[src/rtl/tcse_pkg.sv]
// ----------------------------------------------------------------------------
// tcse_pkg
// Shared types, codes and constants of the time slice executor.
// ----------------------------------------------------------------------------
`default_nettype none

package tcse_pkg;

  // Default sizes of the block.
  localparam int unsigned TCSE_MEM_WORDS = 128;
  localparam int unsigned TCSE_NUM_REGS  = 8;
  localparam int unsigned TCSE_SLICE_LEN = 3;

  localparam int unsigned DATA_W  = 32;
  localparam int unsigned INSTR_W = 30;

  // Configuration port.
  localparam int unsigned CFG_IDX_W  = 1;
  localparam int unsigned CFG_DATA_W = 8;
  localparam logic [CFG_IDX_W-1:0] CFG_SEG_BASE = 1'b0;
  localparam logic [CFG_IDX_W-1:0] CFG_SEG_SIZE = 1'b1;
  localparam logic [7:0] SEG_SIZE_RST = 8'd128;

  // Opcodes.
  localparam logic [7:0] OP_ADD  = 8'd0;
  localparam logic [7:0] OP_SUB  = 8'd1;
  localparam logic [7:0] OP_CMP  = 8'd2;
  localparam logic [7:0] OP_IFGT = 8'd3;
  localparam logic [7:0] OP_NOP  = 8'd4;
  localparam logic [7:0] OP_JUMP = 8'd5;
  localparam logic [7:0] OP_HALT = 8'd6;
  localparam logic [7:0] OP_SYSC = 8'd7;

  typedef enum logic [1:0] {
    FUNC_WR_INSTR = 2'd0,
    FUNC_RUN      = 2'd1,
    FUNC_SET_PC   = 2'd2,
    FUNC_SET_REG  = 2'd3
  } func_e;

  typedef enum logic [2:0] {
    INT_NONE      = 3'd0,
    INT_SLICE_END = 3'd1,
    INT_SEG_FAULT = 3'd2,
    INT_SVC_CALL  = 3'd3,
    INT_STOPPED   = 3'd4,
    INT_ILLEGAL   = 3'd5
  } int_code_e;

  typedef enum logic [1:0] {
    RSEL_INSTR_I = 2'd0,
    RSEL_INSTR_J = 2'd1,
    RSEL_REQ_I   = 2'd2
  } reg_sel_e;

  // One request word.
  typedef struct packed {
    logic [1:0]         func;
    logic [6:0]         mem_addr;
    logic [7:0]         opcode;
    logic [2:0]         reg_i;
    logic [2:0]         reg_j;
    logic signed [15:0] imm_arg;
    logic signed [31:0] set_value;
  } req_t;

  // One result word.
  typedef struct packed {
    logic [2:0]         int_code;
    logic signed [31:0] pc_out;
    logic signed [31:0] acc_out;
    logic signed [31:0] reg_value;
  } rsp_t;

  // Layout of a stored instruction word.
  typedef struct packed {
    logic signed [15:0] arg;
    logic [2:0]         rj;
    logic [2:0]         ri;
    logic [7:0]         opcode;
  } instr_t;

  // Commands from the controller to the datapath.
  typedef struct packed {
    logic      load_req;
    logic      calc_addr;
    logic      prog_we;
    logic      prog_re;
    logic      reg_re;
    reg_sel_e  reg_sel;
    logic      reg_we_set;
    logic      cap_a;
    logic      exec;
    logic      set_pc;
    logic      set_code;
    int_code_e code;
  } dp_cmd_t;

  // Status from the datapath to the controller.
  typedef struct packed {
    func_e      func;
    logic       seg_fault;
    logic [7:0] opcode;
  } dp_sts_t;

endpackage

`default_nettype wire

[src/rtl/tcse_ram.sv]
// ----------------------------------------------------------------------------
// tcse_ram
// Generic single write port, single read port RAM with registered read data.
// ----------------------------------------------------------------------------
`default_nettype none

module tcse_ram #(
  parameter int unsigned WIDTH = 32,
  parameter int unsigned DEPTH = 8
) (
  input  wire logic                     clk_i,
  input  wire logic                     we_i,
  input  wire logic [$clog2(DEPTH)-1:0] waddr_i,
  input  wire logic [WIDTH-1:0]         wdata_i,
  input  wire logic                     re_i,
  input  wire logic [$clog2(DEPTH)-1:0] raddr_i,
  output logic      [WIDTH-1:0]         rdata_o
);

  logic [WIDTH-1:0] mem_q [DEPTH];
  logic [WIDTH-1:0] rdata_q;

  always_ff @(posedge clk_i) begin
    if (we_i) begin
      mem_q[waddr_i] <= wdata_i;
    end
    if (re_i) begin
      rdata_q <= mem_q[raddr_i];
    end
  end

  assign rdata_o = rdata_q;

endmodule

`default_nettype wire

[src/rtl/tcse_ctrl.sv]
// ----------------------------------------------------------------------------
// tcse_ctrl
// Sequencer that walks a request through address, fetch, decode and execute.
// ----------------------------------------------------------------------------
`default_nettype none

module tcse_ctrl #(
  parameter int unsigned SLICE_LEN = tcse_pkg::TCSE_SLICE_LEN
) (
  input  wire logic              clk_i,
  input  wire logic              rst_ni,
  input  wire logic              start_i,
  output logic                   busy_o,
  output logic                   done_o,
  input  wire tcse_pkg::dp_sts_t sts_i,
  output tcse_pkg::dp_cmd_t      cmd_o
);

  localparam int unsigned CW = (SLICE_LEN > 1) ? $clog2(SLICE_LEN) : 1;

  localparam logic [3:0] S_IDLE  = 4'd0;
  localparam logic [3:0] S_ADDR  = 4'd1;
  localparam logic [3:0] S_FETCH = 4'd2;
  localparam logic [3:0] S_DEC   = 4'd3;
  localparam logic [3:0] S_RDJ   = 4'd4;
  localparam logic [3:0] S_EXEC  = 4'd5;
  localparam logic [3:0] S_MWR   = 4'd6;
  localparam logic [3:0] S_RDOUT = 4'd7;
  localparam logic [3:0] S_RESP  = 4'd8;

  logic [3:0]    state_d, state_q;
  logic [CW-1:0] cnt_d, cnt_q;

  always_comb begin
    cmd_o   = '0;
    cmd_o.reg_sel = tcse_pkg::RSEL_REQ_I;
    cmd_o.code    = tcse_pkg::INT_NONE;
    state_d = state_q;
    cnt_d   = cnt_q;
    unique case (state_q)
      S_IDLE: begin
        if (start_i) begin
          cmd_o.load_req = 1'b1;
          cnt_d          = '0;
          state_d        = S_ADDR;
        end
      end
      S_ADDR: begin
        cmd_o.calc_addr = 1'b1;
        unique case (sts_i.func)
          tcse_pkg::FUNC_RUN: begin
            if (sts_i.seg_fault) begin
              cmd_o.set_code = 1'b1;
              cmd_o.code     = tcse_pkg::INT_SEG_FAULT;
              state_d        = S_RDOUT;
            end else begin
              state_d = S_FETCH;
            end
          end
          tcse_pkg::FUNC_WR_INSTR: begin
            state_d = S_MWR;
          end
          tcse_pkg::FUNC_SET_PC: begin
            cmd_o.set_pc = 1'b1;
            state_d      = S_RDOUT;
          end
          tcse_pkg::FUNC_SET_REG: begin
            cmd_o.reg_we_set = 1'b1;
            state_d          = S_RDOUT;
          end
        endcase
      end
      S_MWR: begin
        cmd_o.prog_we = 1'b1;
        state_d       = S_RDOUT;
      end
      S_FETCH: begin
        cmd_o.prog_re = 1'b1;
        state_d       = S_DEC;
      end
      S_DEC: begin
        priority if (sts_i.opcode == tcse_pkg::OP_ADD || sts_i.opcode == tcse_pkg::OP_SUB ||
                     sts_i.opcode == tcse_pkg::OP_CMP) begin
          cmd_o.reg_re  = 1'b1;
          cmd_o.reg_sel = tcse_pkg::RSEL_INSTR_I;
          state_d       = S_RDJ;
        end else if (sts_i.opcode == tcse_pkg::OP_IFGT || sts_i.opcode == tcse_pkg::OP_NOP ||
                     sts_i.opcode == tcse_pkg::OP_JUMP ||
                     sts_i.opcode == tcse_pkg::OP_SYSC) begin
          state_d = S_EXEC;
        end else if (sts_i.opcode == tcse_pkg::OP_HALT) begin
          cmd_o.set_code = 1'b1;
          cmd_o.code     = tcse_pkg::INT_STOPPED;
          state_d        = S_RDOUT;
        end else begin
          cmd_o.set_code = 1'b1;
          cmd_o.code     = tcse_pkg::INT_ILLEGAL;
          state_d        = S_RDOUT;
        end
      end
      S_RDJ: begin
        cmd_o.cap_a   = 1'b1;
        cmd_o.reg_re  = 1'b1;
        cmd_o.reg_sel = tcse_pkg::RSEL_INSTR_J;
        state_d       = S_EXEC;
      end
      S_EXEC: begin
        cmd_o.exec = 1'b1;
        priority if (sts_i.opcode == tcse_pkg::OP_SYSC) begin
          cmd_o.set_code = 1'b1;
          cmd_o.code     = tcse_pkg::INT_SVC_CALL;
          state_d        = S_RDOUT;
        end else if (cnt_q == CW'(SLICE_LEN - 1)) begin
          cmd_o.set_code = 1'b1;
          cmd_o.code     = tcse_pkg::INT_SLICE_END;
          state_d        = S_RDOUT;
        end else begin
          cnt_d   = cnt_q + CW'(1);
          state_d = S_ADDR;
        end
      end
      S_RDOUT: begin
        cmd_o.reg_re  = 1'b1;
        cmd_o.reg_sel = tcse_pkg::RSEL_REQ_I;
        state_d       = S_RESP;
      end
      S_RESP: begin
        state_d = S_IDLE;
      end
      default: begin
        state_d = S_IDLE;
      end
    endcase
  end

  always_ff @(posedge clk_i or negedge rst_ni) begin
    if (!rst_ni) begin
      state_q <= S_IDLE;
      cnt_q   <= '0;
    end else begin
      state_q <= state_d;
      cnt_q   <= cnt_d;
    end
  end

  assign busy_o = (state_q != S_IDLE);
  assign done_o = (state_q == S_RESP);

  a_accept_busy : assert property (@(posedge clk_i) disable iff (!rst_ni)
    (start_i && !busy_o) |=> busy_o)
    else $error("accepted request did not make the block busy");

  a_done_idle : assert property (@(posedge clk_i) disable iff (!rst_ni)
    done_o |=> !busy_o)
    else $error("block did not return to idle after a result");

  a_opnd_exec : assert property (@(posedge clk_i) disable iff (!rst_ni)
    cmd_o.cap_a |=> cmd_o.exec)
    else $error("operand capture not followed by execute");

  a_prog_port : assert property (@(posedge clk_i) disable iff (!rst_ni)
    !(cmd_o.prog_we && cmd_o.prog_re))
    else $error("program memory written and read in the same cycle");

endmodule

`default_nettype wire

[src/rtl/tcse_dp.sv]
// ----------------------------------------------------------------------------
// tcse_dp
// Datapath: request and configuration registers, fetch address reduction,
// program memory, register file and ALU.
// ----------------------------------------------------------------------------
`default_nettype none

module tcse_dp #(
  parameter int unsigned MEM_WORDS = tcse_pkg::TCSE_MEM_WORDS,
  parameter int unsigned NUM_REGS  = tcse_pkg::TCSE_NUM_REGS
) (
  input  wire logic                               clk_i,
  input  wire logic                               rst_ni,
  input  wire tcse_pkg::req_t                     req_i,
  input  wire logic                               cfg_we_i,
  input  wire logic [tcse_pkg::CFG_IDX_W-1:0]     cfg_idx_i,
  input  wire logic [tcse_pkg::CFG_DATA_W-1:0]    cfg_data_i,
  input  wire tcse_pkg::dp_cmd_t                  cmd_i,
  output tcse_pkg::dp_sts_t                       sts_o,
  output tcse_pkg::rsp_t                          rsp_o
);

  localparam int unsigned AW     = $clog2(MEM_WORDS);
  localparam int unsigned RIW    = $clog2(NUM_REGS);
  localparam int unsigned SUM_W  = 9;
  localparam int unsigned FRAC_W = 16;
  localparam int unsigned RECIP  = (1 << FRAC_W) / MEM_WORDS;
  localparam int unsigned PROD_W = SUM_W + FRAC_W + 1;
  localparam int unsigned QUOT_W = PROD_W - FRAC_W;
  localparam int unsigned REM_W  = 14;
  localparam int unsigned DW     = tcse_pkg::DATA_W;

  // Reduces a three bit register field modulo the register count.
  function automatic logic [4:0] reg_wrap(input logic [2:0] v);
    logic [4:0] r;
    r = {2'b00, v};
    for (int k = 0; k < 4; k++) begin
      if (r >= 5'(NUM_REGS)) begin
        r = r - 5'(NUM_REGS);
      end
    end
    return r;
  endfunction

  tcse_pkg::req_t  req_q;
  logic [6:0]      seg_base_q;
  logic [7:0]      seg_size_q;
  logic [DW-1:0]   pc_q, ac_q, a_q;
  logic [2:0]      code_q;

  logic [SUM_W-1:0]  sum_in, sum_q;
  logic [PROD_W-1:0] prod;
  logic [QUOT_W-1:0] quot_q;
  logic [REM_W-1:0]  rem_raw, rem;
  logic [AW-1:0]     word_addr;

  logic [tcse_pkg::INSTR_W-1:0] prog_rdata;
  tcse_pkg::instr_t             instr;

  logic [4:0]          wrap_ii, wrap_ij, wrap_qi;
  logic [RIW-1:0]      reg_raddr, reg_waddr;
  logic                reg_we;
  logic [DW-1:0]       reg_wdata, reg_rdata, reg_rd;
  logic [NUM_REGS-1:0] reg_vld_q;
  logic                rd_vld_q;

  logic [DW-1:0] arg_ext, barg, alu_sum, alu_diff, pc_inc;
  logic          ac_gt;
  logic          is_add, is_sub;

  // Request and configuration registers.
  always_ff @(posedge clk_i) begin
    if (cmd_i.load_req) begin
      req_q <= req_i;
    end
  end

  always_ff @(posedge clk_i or negedge rst_ni) begin
    if (!rst_ni) begin
      seg_base_q <= '0;
      seg_size_q <= tcse_pkg::SEG_SIZE_RST;
    end else if (cfg_we_i) begin
      unique case (cfg_idx_i)
        tcse_pkg::CFG_SEG_BASE: seg_base_q <= cfg_data_i[6:0];
        tcse_pkg::CFG_SEG_SIZE: seg_size_q <= cfg_data_i[7:0];
        default: ;
      endcase
    end
  end

  // Address reduction modulo MEM_WORDS: a reciprocal estimate of the quotient
  // is registered, then the remainder is formed with one correction step.
  always_comb begin
    if (tcse_pkg::func_e'(req_q.func) == tcse_pkg::FUNC_RUN) begin
      sum_in = SUM_W'(seg_base_q) + SUM_W'(pc_q[7:0]);
    end else begin
      sum_in = SUM_W'(req_q.mem_addr);
    end
  end

  assign prod = PROD_W'(sum_in) * PROD_W'(RECIP);

  always_ff @(posedge clk_i) begin
    if (cmd_i.calc_addr) begin
      sum_q  <= sum_in;
      quot_q <= prod[PROD_W-1:FRAC_W];
    end
  end

  assign rem_raw   = REM_W'(sum_q) - REM_W'(quot_q) * REM_W'(MEM_WORDS);
  assign rem       = (rem_raw >= REM_W'(MEM_WORDS)) ? rem_raw - REM_W'(MEM_WORDS) : rem_raw;
  assign word_addr = rem[AW-1:0];

  // Program memory.
  tcse_ram #(
    .WIDTH (tcse_pkg::INSTR_W),
    .DEPTH (MEM_WORDS)
  ) u_prog_mem (
    .clk_i   (clk_i),
    .we_i    (cmd_i.prog_we),
    .waddr_i (word_addr),
    .wdata_i ({req_q.imm_arg, req_q.reg_j, req_q.reg_i, req_q.opcode}),
    .re_i    (cmd_i.prog_re),
    .raddr_i (word_addr),
    .rdata_o (prog_rdata)
  );

  assign instr = tcse_pkg::instr_t'(prog_rdata);

  // Register file with one valid bit per entry; an unwritten entry reads zero.
  assign wrap_ii = reg_wrap(instr.ri);
  assign wrap_ij = reg_wrap(instr.rj);
  assign wrap_qi = reg_wrap(req_q.reg_i);

  always_comb begin
    unique case (cmd_i.reg_sel)
      tcse_pkg::RSEL_INSTR_I: reg_raddr = wrap_ii[RIW-1:0];
      tcse_pkg::RSEL_INSTR_J: reg_raddr = wrap_ij[RIW-1:0];
      default:                reg_raddr = wrap_qi[RIW-1:0];
    endcase
  end

  assign is_add    = (instr.opcode == tcse_pkg::OP_ADD);
  assign is_sub    = (instr.opcode == tcse_pkg::OP_SUB);
  assign reg_we    = (cmd_i.exec && (is_add || is_sub)) || cmd_i.reg_we_set;
  assign reg_waddr = cmd_i.reg_we_set ? wrap_qi[RIW-1:0] : wrap_ii[RIW-1:0];
  assign reg_wdata = cmd_i.reg_we_set ? req_q.set_value : (is_add ? alu_sum : alu_diff);

  tcse_ram #(
    .WIDTH (DW),
    .DEPTH (NUM_REGS)
  ) u_reg_file (
    .clk_i   (clk_i),
    .we_i    (reg_we),
    .waddr_i (reg_waddr),
    .wdata_i (reg_wdata),
    .re_i    (cmd_i.reg_re),
    .raddr_i (reg_raddr),
    .rdata_o (reg_rdata)
  );

  always_ff @(posedge clk_i or negedge rst_ni) begin
    if (!rst_ni) begin
      reg_vld_q <= '0;
      rd_vld_q  <= 1'b0;
    end else begin
      if (reg_we) begin
        reg_vld_q[reg_waddr] <= 1'b1;
      end
      if (cmd_i.reg_re) begin
        rd_vld_q <= reg_vld_q[reg_raddr];
      end
    end
  end

  assign reg_rd = rd_vld_q ? reg_rdata : '0;

  // ALU.
  assign arg_ext  = {{(DW - 16){instr.arg[15]}}, instr.arg};
  assign barg     = reg_rd + arg_ext;
  assign alu_sum  = a_q + barg;
  assign alu_diff = a_q - barg;
  assign pc_inc   = pc_q + DW'(1);
  assign ac_gt    = !ac_q[DW-1] && (ac_q != '0);

  always_ff @(posedge clk_i) begin
    if (cmd_i.cap_a) begin
      a_q <= reg_rd;
    end
  end

  always_ff @(posedge clk_i or negedge rst_ni) begin
    if (!rst_ni) begin
      pc_q   <= '0;
      ac_q   <= '0;
      code_q <= tcse_pkg::INT_NONE;
    end else begin
      if (cmd_i.load_req) begin
        code_q <= tcse_pkg::INT_NONE;
      end else if (cmd_i.set_code) begin
        code_q <= cmd_i.code;
      end
      if (cmd_i.set_pc) begin
        pc_q <= req_q.set_value;
      end else if (cmd_i.exec) begin
        case (instr.opcode)
          tcse_pkg::OP_ADD: begin
            ac_q <= alu_sum;
            pc_q <= pc_inc;
          end
          tcse_pkg::OP_SUB, tcse_pkg::OP_CMP: begin
            ac_q <= alu_diff;
            pc_q <= pc_inc;
          end
          tcse_pkg::OP_IFGT: begin
            pc_q <= ac_gt ? arg_ext : pc_inc;
          end
          tcse_pkg::OP_JUMP: begin
            pc_q <= arg_ext;
          end
          tcse_pkg::OP_NOP, tcse_pkg::OP_SYSC: begin
            pc_q <= pc_inc;
          end
          default: ;
        endcase
      end
    end
  end

  // Status and result.
  assign sts_o.func      = tcse_pkg::func_e'(req_q.func);
  assign sts_o.seg_fault = pc_q[DW-1] || (pc_q >= DW'(seg_size_q));
  assign sts_o.opcode    = instr.opcode;

  assign rsp_o.int_code  = code_q;
  assign rsp_o.pc_out    = pc_q;
  assign rsp_o.acc_out   = ac_q;
  assign rsp_o.reg_value = reg_rd;

endmodule

`default_nettype wire

[src/rtl/toy_cpu_time_slice_executor.sv]
// ----------------------------------------------------------------------------
// toy_cpu_time_slice_executor
// Small accumulator and register CPU that runs one time slice per run request.
// ----------------------------------------------------------------------------
// A request word is taken at a rising edge where start is high and busy is
// low; busy then stays high until the result word has been shown. The result
// word appears on rsp_o for exactly one cycle with done_o high, and the
// receiver cannot hold it off, so it must take every result in that cycle.
// A write of an instruction word passes the address step, the memory
// write, the readout and the result; setting the PC or a data register is
// done in the address step. A run request takes each instruction through
// address, fetch and decode, a second register read for ADD, SUB or CMP,
// and execute; a segment fault, HALT or illegal opcode ends the slice at
// the instruction that raised it. The default slice is three instructions.
// The program memory and the register file each have a single read port,
// so every instruction needs an address step, a fetch step, a decode step
// and one register read per operand before it executes, and the readout
// register is fetched in a step of its own.
// Configuration writes (segment base, segment size) are taken at once and
// must only be issued while the block is idle. The program memory has no
// reset; the data registers, PC and accumulator reset to zero.
// ----------------------------------------------------------------------------
`default_nettype none

module toy_cpu_time_slice_executor #(
  parameter int unsigned MEM_WORDS = tcse_pkg::TCSE_MEM_WORDS,
  parameter int unsigned NUM_REGS  = tcse_pkg::TCSE_NUM_REGS,
  parameter int unsigned SLICE_LEN = tcse_pkg::TCSE_SLICE_LEN
) (
  input  wire logic                            clk_i,
  input  wire logic                            rst_ni,
  // Request side.
  input  wire logic                            start,
  output logic                                 busy,
  input  wire tcse_pkg::req_t                  req_i,
  // Result side.
  output logic                                 done_o,
  output tcse_pkg::rsp_t                       rsp_o,
  // Configuration write port.
  input  wire logic                            cfg_we_i,
  input  wire logic [tcse_pkg::CFG_IDX_W-1:0]  cfg_idx_i,
  input  wire logic [tcse_pkg::CFG_DATA_W-1:0] cfg_data_i
);

  // The controller sequences each request; the datapath holds all
  // architectural state and the two memories.
  tcse_pkg::dp_cmd_t cmd;
  tcse_pkg::dp_sts_t sts;

  tcse_ctrl #(
    .SLICE_LEN (SLICE_LEN)
  ) u_ctrl (
    .clk_i   (clk_i),
    .rst_ni  (rst_ni),
    .start_i (start),
    .busy_o  (busy),
    .done_o  (done_o),
    .sts_i   (sts),
    .cmd_o   (cmd)
  );

  tcse_dp #(
    .MEM_WORDS (MEM_WORDS),
    .NUM_REGS  (NUM_REGS)
  ) u_dp (
    .clk_i      (clk_i),
    .rst_ni     (rst_ni),
    .req_i      (req_i),
    .cfg_we_i   (cfg_we_i),
    .cfg_idx_i  (cfg_idx_i),
    .cfg_data_i (cfg_data_i),
    .cmd_i      (cmd),
    .sts_o      (sts),
    .rsp_o      (rsp_o)
  );

endmodule

`default_nettype wire
[config.mk]
export PLATFORM = sky130hd
export DESIGN_NAME = toy_cpu_time_slice_executor
export DESIGN_NICKNAME = d
export VERILOG_FILES = /design/src/rtl/tcse_pkg.sv /design/src/rtl/tcse_ram.sv /design/src/rtl/tcse_ctrl.sv /design/src/rtl/tcse_dp.sv /design/src/rtl/toy_cpu_time_slice_executor.sv
export SDC_FILE = /design/constraint.sdc
export NUM_CORES = 2
export LEC_CHECK = 0
export BUFFER_PORTS_ARGS = -buffer_cell sky130_fd_sc_hd__buf_4
export CORE_AREA = 2 2 845 594
export CTS_BUF_LIST = sky130_fd_sc_hd__clkbuf_8
export CTS_CLUSTER_SIZE = 24
export DETAILED_ROUTE_END_ITERATION = 6
export DIE_AREA = 0 0 847 596
export GPL_TIMING_DRIVEN = 0
export HOLD_SLACK_MARGIN = 0.02
export PLACE_DENSITY = 0.53
export SYNTH_ARGS = -nofsm -noshare
export SYNTH_HDL_FRONTEND = slang
export SYNTH_HIERARCHICAL = 1
export SYNTH_SLANG_ARGS = --single-unit
[constraint.sdc]
create_clock -name clk_i -period 15.1 [get_ports clk_i]
set_clock_uncertainty 0.15 [all_clocks]
set_input_delay 0.755 -clock clk_i [delete_from_list [all_inputs] [get_ports clk_i]]
set_output_delay 0.755 -clock clk_i [all_outputs]
set_load 0.03 [all_outputs]
; ---- After elaboration in Yosys (flattened, before gate mapping)
; Memories as Yosys holds them, arrays and structs flattened. A register that Yosys moved wholly into a read port is not among the register bits.
; Index checks and enable logic that the tools add are counted.
[totals]
regBits = 211
ram_bits = 4096
input_bits = 84
out_inout_bits = 101
wordCells = 145
mem_count = 2
[mem_list]
columns = memory, words, word_bits, rd, rd_clocked_by_memory_dff, wr, line_no
row1 = u_dp.u_prog_mem.mem_q, 128, 30, 1, 1, 1, tcse_ram.sv:20  ; logic [WIDTH-1:0] mem_q [DEPTH];
row2 = u_dp.u_reg_file.mem_q, 8, 32, 1, 1, 1, tcse_ram.sv:20
[classes]
add_sub_neg = 8
order_cmp = 5
n_eq_ne = 23
mux = 55
bitwise_logic = 3
n_reduce_logical = 30
[ops]
columns = operator, count
row1 = 32-bit 2-to-1 mux, 6
row2 = 32-bit case mux with 3 select lines, 1
row3 = 32-bit adder, 2
row4 = 32-bit case mux with 2 select lines, 1
row5 = 4-bit 2-to-1 mux, 9
row6 = 32-bit by 1-bit adder with 32-bit output (second input constant), 1
row7 = 8-bit by 3-bit equality test with 1-bit output (second input constant), 4
row8 = 32-bit by 8-bit greater-or-equal comparator with 1-bit output, 1
row9 = 4-bit case mux with 8 select lines, 1
row10 = 32-bit nonzero test, 1
row11 = 32-bit subtractor, 1
row12 = 4-bit case mux with 3 select lines, 2
row13 = 1-bit 2-to-1 mux, 18
row14 = 3-bit 2-to-1 mux, 6
row15 = 4-bit by 3-bit equality test with 1-bit output (second input constant), 4
row16 = 8-bit by 2-bit equality test with 1-bit output (second input constant), 2
row17 = 14-bit by 8-bit greater-or-equal comparator with 1-bit output (second input constant), 1
row18 = 9-bit by 9-bit subtractor with 10-bit output, 1
row19 = 7-bit by 8-bit adder with 9-bit output, 1
row20 = 9-bit 2-to-1 mux, 1
row21 = 3-bit case mux with 3 select lines, 1
row22 = 4-bit by 2-bit equality test with 1-bit output (second input constant), 2
row23 = 8-bit by 1-bit equality test with 1-bit output (second input constant), 1
row24 = 8-bit logical NOT, 1
row25 = 29 further kinds, 55

; ---- Longest topological paths before layout
[logic_depth]
word_depth = 9
ltp_mapped = 24
mapped_depth_nobuf = 22

; ---- By module
; Netlist, hierarchy kept.
[modules_own_cells]
columns = module, instances, cells_per_inst, area_each_um2
row1 = tcse_ram (u_dp.u_prog_mem), 1, 5628, 146842.1
row2 = tcse_dp, 1, 1685, 15223.4
row3 = tcse_ram (u_dp.u_reg_file), 1, 415, 10786.6
row4 = tcse_ctrl, 1, 71, 555.5

; ---- Worst setup path before layout
; Ideal clock, no wire load.
[synth_path]
kind = register to register
from = register u_dp.rd_vld_q
to = memory u_dp.u_reg_file.mem_q[0][31] (data pin)
setup_time_ps = 233
t_arrival_ps = 5589
path_slack_ps = 9128
stages_incl_launch_ff = 24
path_cell_list = dfrtp_1 clkbuf_1 and2_1 ha_1 fa_1 a21o_1 a21oi_1 o21a_1 nor3_1 o21a_1 o21ai_1 a21boi_1 mux2_1 or2_1 ha_1 nor4_4 nor3b_2 nand2_2 or4_1 nor2_1 and4bb_4 o211ai_1 a21oi_1 o31ai_2
[synth_lines]
columns = item, line_no
row1 = start: declaration, tcse_dp.sv:65  ; logic rd_vld_q;
row2 = start signal: assignment, tcse_dp.sv:171  ; rd_vld_q <= reg_vld_q[reg_raddr];
row3 = end: declaration, tcse_ram.sv:20

; ---- Final worst setup path
[layout_path]
from = register u_dp.rd_vld_q
to = memory u_dp.u_reg_file.mem_q[6][25] (data pin)
[layout_between]
elab_chain_len = 5
word_cells_on_any_way = 6
classes_between = add/sub: 3 / mux: 3
[layout_lines]
columns = item, line_no
row1 = 32-bit 2-to-1 mux *, tcse_dp.sv:176  ; assign reg_rd = rd_vld_q ? reg_rdata : '0;
row2 = 32-bit adder *, tcse_dp.sv:180  ; assign barg = reg_rd + arg_ext;
row3 = 32-bit subtractor or 32-bit adder (tied branches), "tcse_dp.sv:182, tcse_dp.sv:181"
row4 = 32-bit 2-to-1 mux * (2 in a row), tcse_dp.sv:147  ; assign reg_wdata = cmd_i.reg_we_set ? req_q.set_value : (is_add ? alu_sum : alu_diff);
row5 = net u_dp.reg_wdata[25], tcse_dp.sv:63  ; logic [DW-1:0] reg_wdata, reg_rdata, reg_rd;
; The timed path passes the listed nets; every way through them passes the cells marked *.

==> results.json <==
{
  "status": "finished, violations left",
  "violations": "design-rule violations",
  "ys_seq_area_frac": 0.753,
  "route.met2.wl_mm": 211,
  "worstMarginPinSlew_ps": 1240,
  "initialDrtViolationCount": 12500,
  "fillCellCount": 43200,
  "syn2layout_area_growth_pct": 18.3,
  "min-delay-start": "req_i[55]",
  "dieArea_um2": 505000,
  "multiInputGateArea_um2": 41800,
  "finalSetupViolations": 0,
  "setup.worst_path.start": "u_dp/rd_vld_q",
  "wire_per_inst_um": 31.3,
  "synth_fa_ha_area_frac": 0.00854,
  "finalPower_mw": 37.9,
  "hpwl_mm": 365,
  "clock_sinks": 4365,
  "fp.coreArea_um2": 497000,
  "top_layer_used": "met5",
  "fin_area_um2": 205000,
  "p_leak_nw": 65.3,
  "vias": 90000,
  "layout-drive-gt1-share": 0.310,
  "placedInstanceArea_um2": 192000,
  "gp_congestion": 0.938,
  "layout.nets": 9339,
  "synth_area_per_cell_um2": 22.2,
  "synthMuxAreaShare": 0.180,
  "cp.required_ps": 15790,
  "register_area_um2": 131000,
  "hold_viol_final": 0,
  "dr.pass1.iters": 7,
  "tns_ps": 0,
  "root_buffer": "clkbuf_8",
  "synth_fp_nets": 7999,
  "hp-class": "input port to register",
  "start_util": 0.349,
  "ys_seq_elements": 4365,
  "num_rows": 217,
  "power_density_nw_per_um2": 185,
  "max-cap-violations": 0,
  "yosys.area_share.simple": 0.0213,
  "cts_buffer_depth": 4,
  "worst_setup_path_start_kind": "register",
  "rsz0062_at_grt": "no",
  "synth_top_flop_cell": "edfxtp_1",
  "overflow": 0,
  "grt.total_usage": 0.198,
  "h-tree-depth": 6,
  "vdd_ir_drop_max_mv": 0.180,
  "cts_setup_buffers": 0,
  "crit_type": "register to register",
  "grt_pass1_wl_mm": 705,
  "clock_latency_ps": 1250,
  "synth_compound_area_frac": 0.0197,
  "cts-buffers-inserted": 656,
  "die_x_um": 847,
  "worstReg2RegStart": "u_dp/rd_vld_q",
  "arrival_ps": 9650,
  "crit_path_cell_trace": "clkbuf_1 > and2_1 > ha_1 > fa_1 > a21o_1 > a21oi_1 > o21a_1 > nor3_1 > o21a_1 > o21ai_1 > a21boi_1 > mux2_1 > or2_1 > ha_1 > clkbuf_1 > a21o_1 > a31oi_1 > nor2_1 > nor4_1 > and2_1 > o41ai_1 > xnor2_1 > nor2_1 > o31ai_1",
  "routed_wl_mm": 513,
  "io_pins": 185,
  "cp-end-kind": "register",
  "io_buffer_count": 184,
  "wl_met1_mm": 230,
  "post-route-util": 0.413,
  "ys_types": 101,
  "synth_xor_area_frac": 0.00510,
  "viasPerCell": 5.50,
  "clk_pin_slew_worst_paths_ps": 60,
  "max_stage_delay_ps": 1040,
  "reg2regPathDepth": 24,
  "syn_inst": 7799,
  "whs_ps": 163,
  "async_reset_ff_frac": 0.0222,
  "wl_met3_mm": 58.2,
  "grt_pass1_vias": 88700,
  "hold_depth": 2,
  "path_max_fanout": 10,
  "relSlewSlack": 0.163,
  "synth_edf_count": 4268,
  "drc": 2,
  "synth_area_um2": 173000,
  "timing.final.crit_share": 0.593,
  "worst_path_max_delay_cell": "o31ai_1",
  "cts_tree": "done",
  "slew_violations": 0,
  "synth_top_family_by_area": "multiplexers",
  "drtAntennaViolNets": 0,
  "grt_max_degree": 98,
  "antenna_found_initial": 71,
  "max_freq_mhz": 112,
  "die_height_um": 596,
  "synth_warnings": 6,
  "fin_crit_ps": 8950
}
[registers in the layout, indices dropped and copies added, names as in the netlist, 8 cells and up]
signal and flops:
u_dp/seg_size_q 8, u_dp/a_q 32, u_dp/u_prog_mem/mem_q 3840, u_dp/u_prog_mem/rdata_o 30, u_dp/ac_q 32, u_dp/reg_vld_q 8
u_dp/req_q 69, u_dp/u_reg_file/rdata_o 32, u_dp/pc_q 32, u_dp/u_reg_file/mem_q 256
[final timing paths]
| check | endpoint | slack (ps) |
|---|---|---|
| max in group asynchronous | u_dp/reg_vld_q[5] | 13660 |
| worst min-delay path | u_dp/req_q[55] | 160 |
| worst max register to register | u_dp/u_reg_file/mem_q[6][25] | 6150 |
| worst max-delay path | u_dp/u_reg_file/mem_q[6][25] | 6150 |
| min in group asynchronous | u_dp/seg_size_q[1] | 430 |
| worst min register to register | u_dp/reg_vld_q[1] | 330 |
[what timing repair did]
item                                   4_1_cts  5_1_grt
resized for setup                            0        0
endpoints found under the hold margin      219       51
hold buffers                               157        1
[cells by family (layout without fill, tap and decap cells)]
| logic type | count (synthesis) | count (layout) |
|---|---|---|
| fa+ha+maj | 116 | 116 |
| compound gates | 521 | 521 |
| buf+inv | 489 | 2322 |
| other cells | 0 | 58 |
| mux | 1442 | 1442 |
| simple gates | 765 | 765 |
| flops | 4365 | 4365 |
| xor+xnor | 101 | 101 |
[critical path: cells and delay by family, from the launching register on]
kind                     cells  cell delay, ps
adder cells (fa/ha/maj)      3             920
XOR/XNOR                     1             300
AND/OR/NAND/NOR              7            2480
AO/OA/AOI/OAI               10            2840
buffers and inverters        2             900
multiplexers                 1             390
flip-flops                   1             590
[where the power goes]
| part | switching, mW | internal (mW) |
|---|---|---|
| Combinational | 9.05 | 4.95 |
| Sequential | 0.386 | 14.5 |
| Clock | 4.68 | 4.30 |
| Total | 14.1 | 23.8 |
[synthesized netlist by cell type, types with 8 or more instances]
master | instances | area share
edfxtp_1 | 4268 | 0.74
mux4_2 | 1286 | 0.17
nor2_1 | 264 | 0.0057
clkbuf_1 | 259 | 0.0056
nand2_1 | 175 | 0.0038
a21oi_1 | 148 | 0.0043
ha_1 | 112 | 0.0081
dfrtp_1 | 96 | 0.014
buf_2 | 89 | 0.0026
o21ai_1 | 87 | 0.0025
mux2_2 | 85 | 0.0055
inv_1 | 74 | 0.0016
xnor2_1 | 63 | 0.0032
nand3_1 | 51 | 0.0015
a21o_1 | 49 | 0.0021
nor3_1 | 48 | 0.0014
o21ai_0 | 44 | 0.0013
and2_1 | 42 | 0.0015
buf_1 | 40 | 0.00087
mux4_1 | 40 | 0.0061
xor2_1 | 38 | 0.0019
nor2b_1 | 30 | 0.0011
mux2i_1 | 29 | 0.0017
nand2b_1 | 27 | 0.00097
a211oi_1 | 24 | 0.0010
nand4_1 | 23 | 0.00083
nor4_1 | 23 | 0.00083
o21bai_1 | 21 | 0.00091
and3_1 | 18 | 0.00065
a31oi_1 | 16 | 0.00058
o211ai_1 | 15 | 0.00065
o31ai_1 | 15 | 0.00065
buf_6 | 12 | 0.00078
or3_1 | 12 | 0.00043
inv_2 | 9 | 0.00019
o21a_1 | 9 | 0.00039
a211o_1 | 8 | 0.00040
nor3b_1 | 8 | 0.00035
[metrics by stage]
stage | setup slack [ps] | std cells
floorplan | 9130 | 7799
global placement | 4570 | 14700
detailed placement | 6190 | 15000
CTS | 6170 | 16300
global route | 5760 | 16300
finish | 6150 | 16400
[layout make-up]
| cell class | count | share of cell area |
|---|---|---|
| multi-input combinational | 2945 | 0.204 |
| timing repair buffer | 682 | 0.0509 |
| tap | 6679 | 0.0407 |
| sequential | 4365 | 0.637 |
| clock inverter | 490 | 0.0128 |
| buffer | 404 | 0.00858 |
| antenna | 58 | 0.000708 |
| inverter | 85 | 0.00156 |
| clock buffer | 661 | 0.0444 |
[cells in the final DEF, fill, tap and decap left out, types with 139 or more instances in the layout]
cell / instances
nand2_1: 175
buf_12: 147
a21oi_1: 148
clkinv_1: 152
nor2_1: 139
buf_4: 191
dlygate4sd3_1: 158
inv_1: 302
edfxtp_1: 4268
clkbuf_1: 238
clkbuf_8: 661
mux4_2: 1286
buf_16: 145
[routing by layer]
metal | vias up | GRT usage
met4 | 30 | 0.0484
li1 | 35900 | -
met2 | 4765 | 0.271
met3 | 683 | 0.0569
met5 | - | 0
met1 | 48600 | 0.310
No activity file was read; power rests on OpenSTA's default activity.
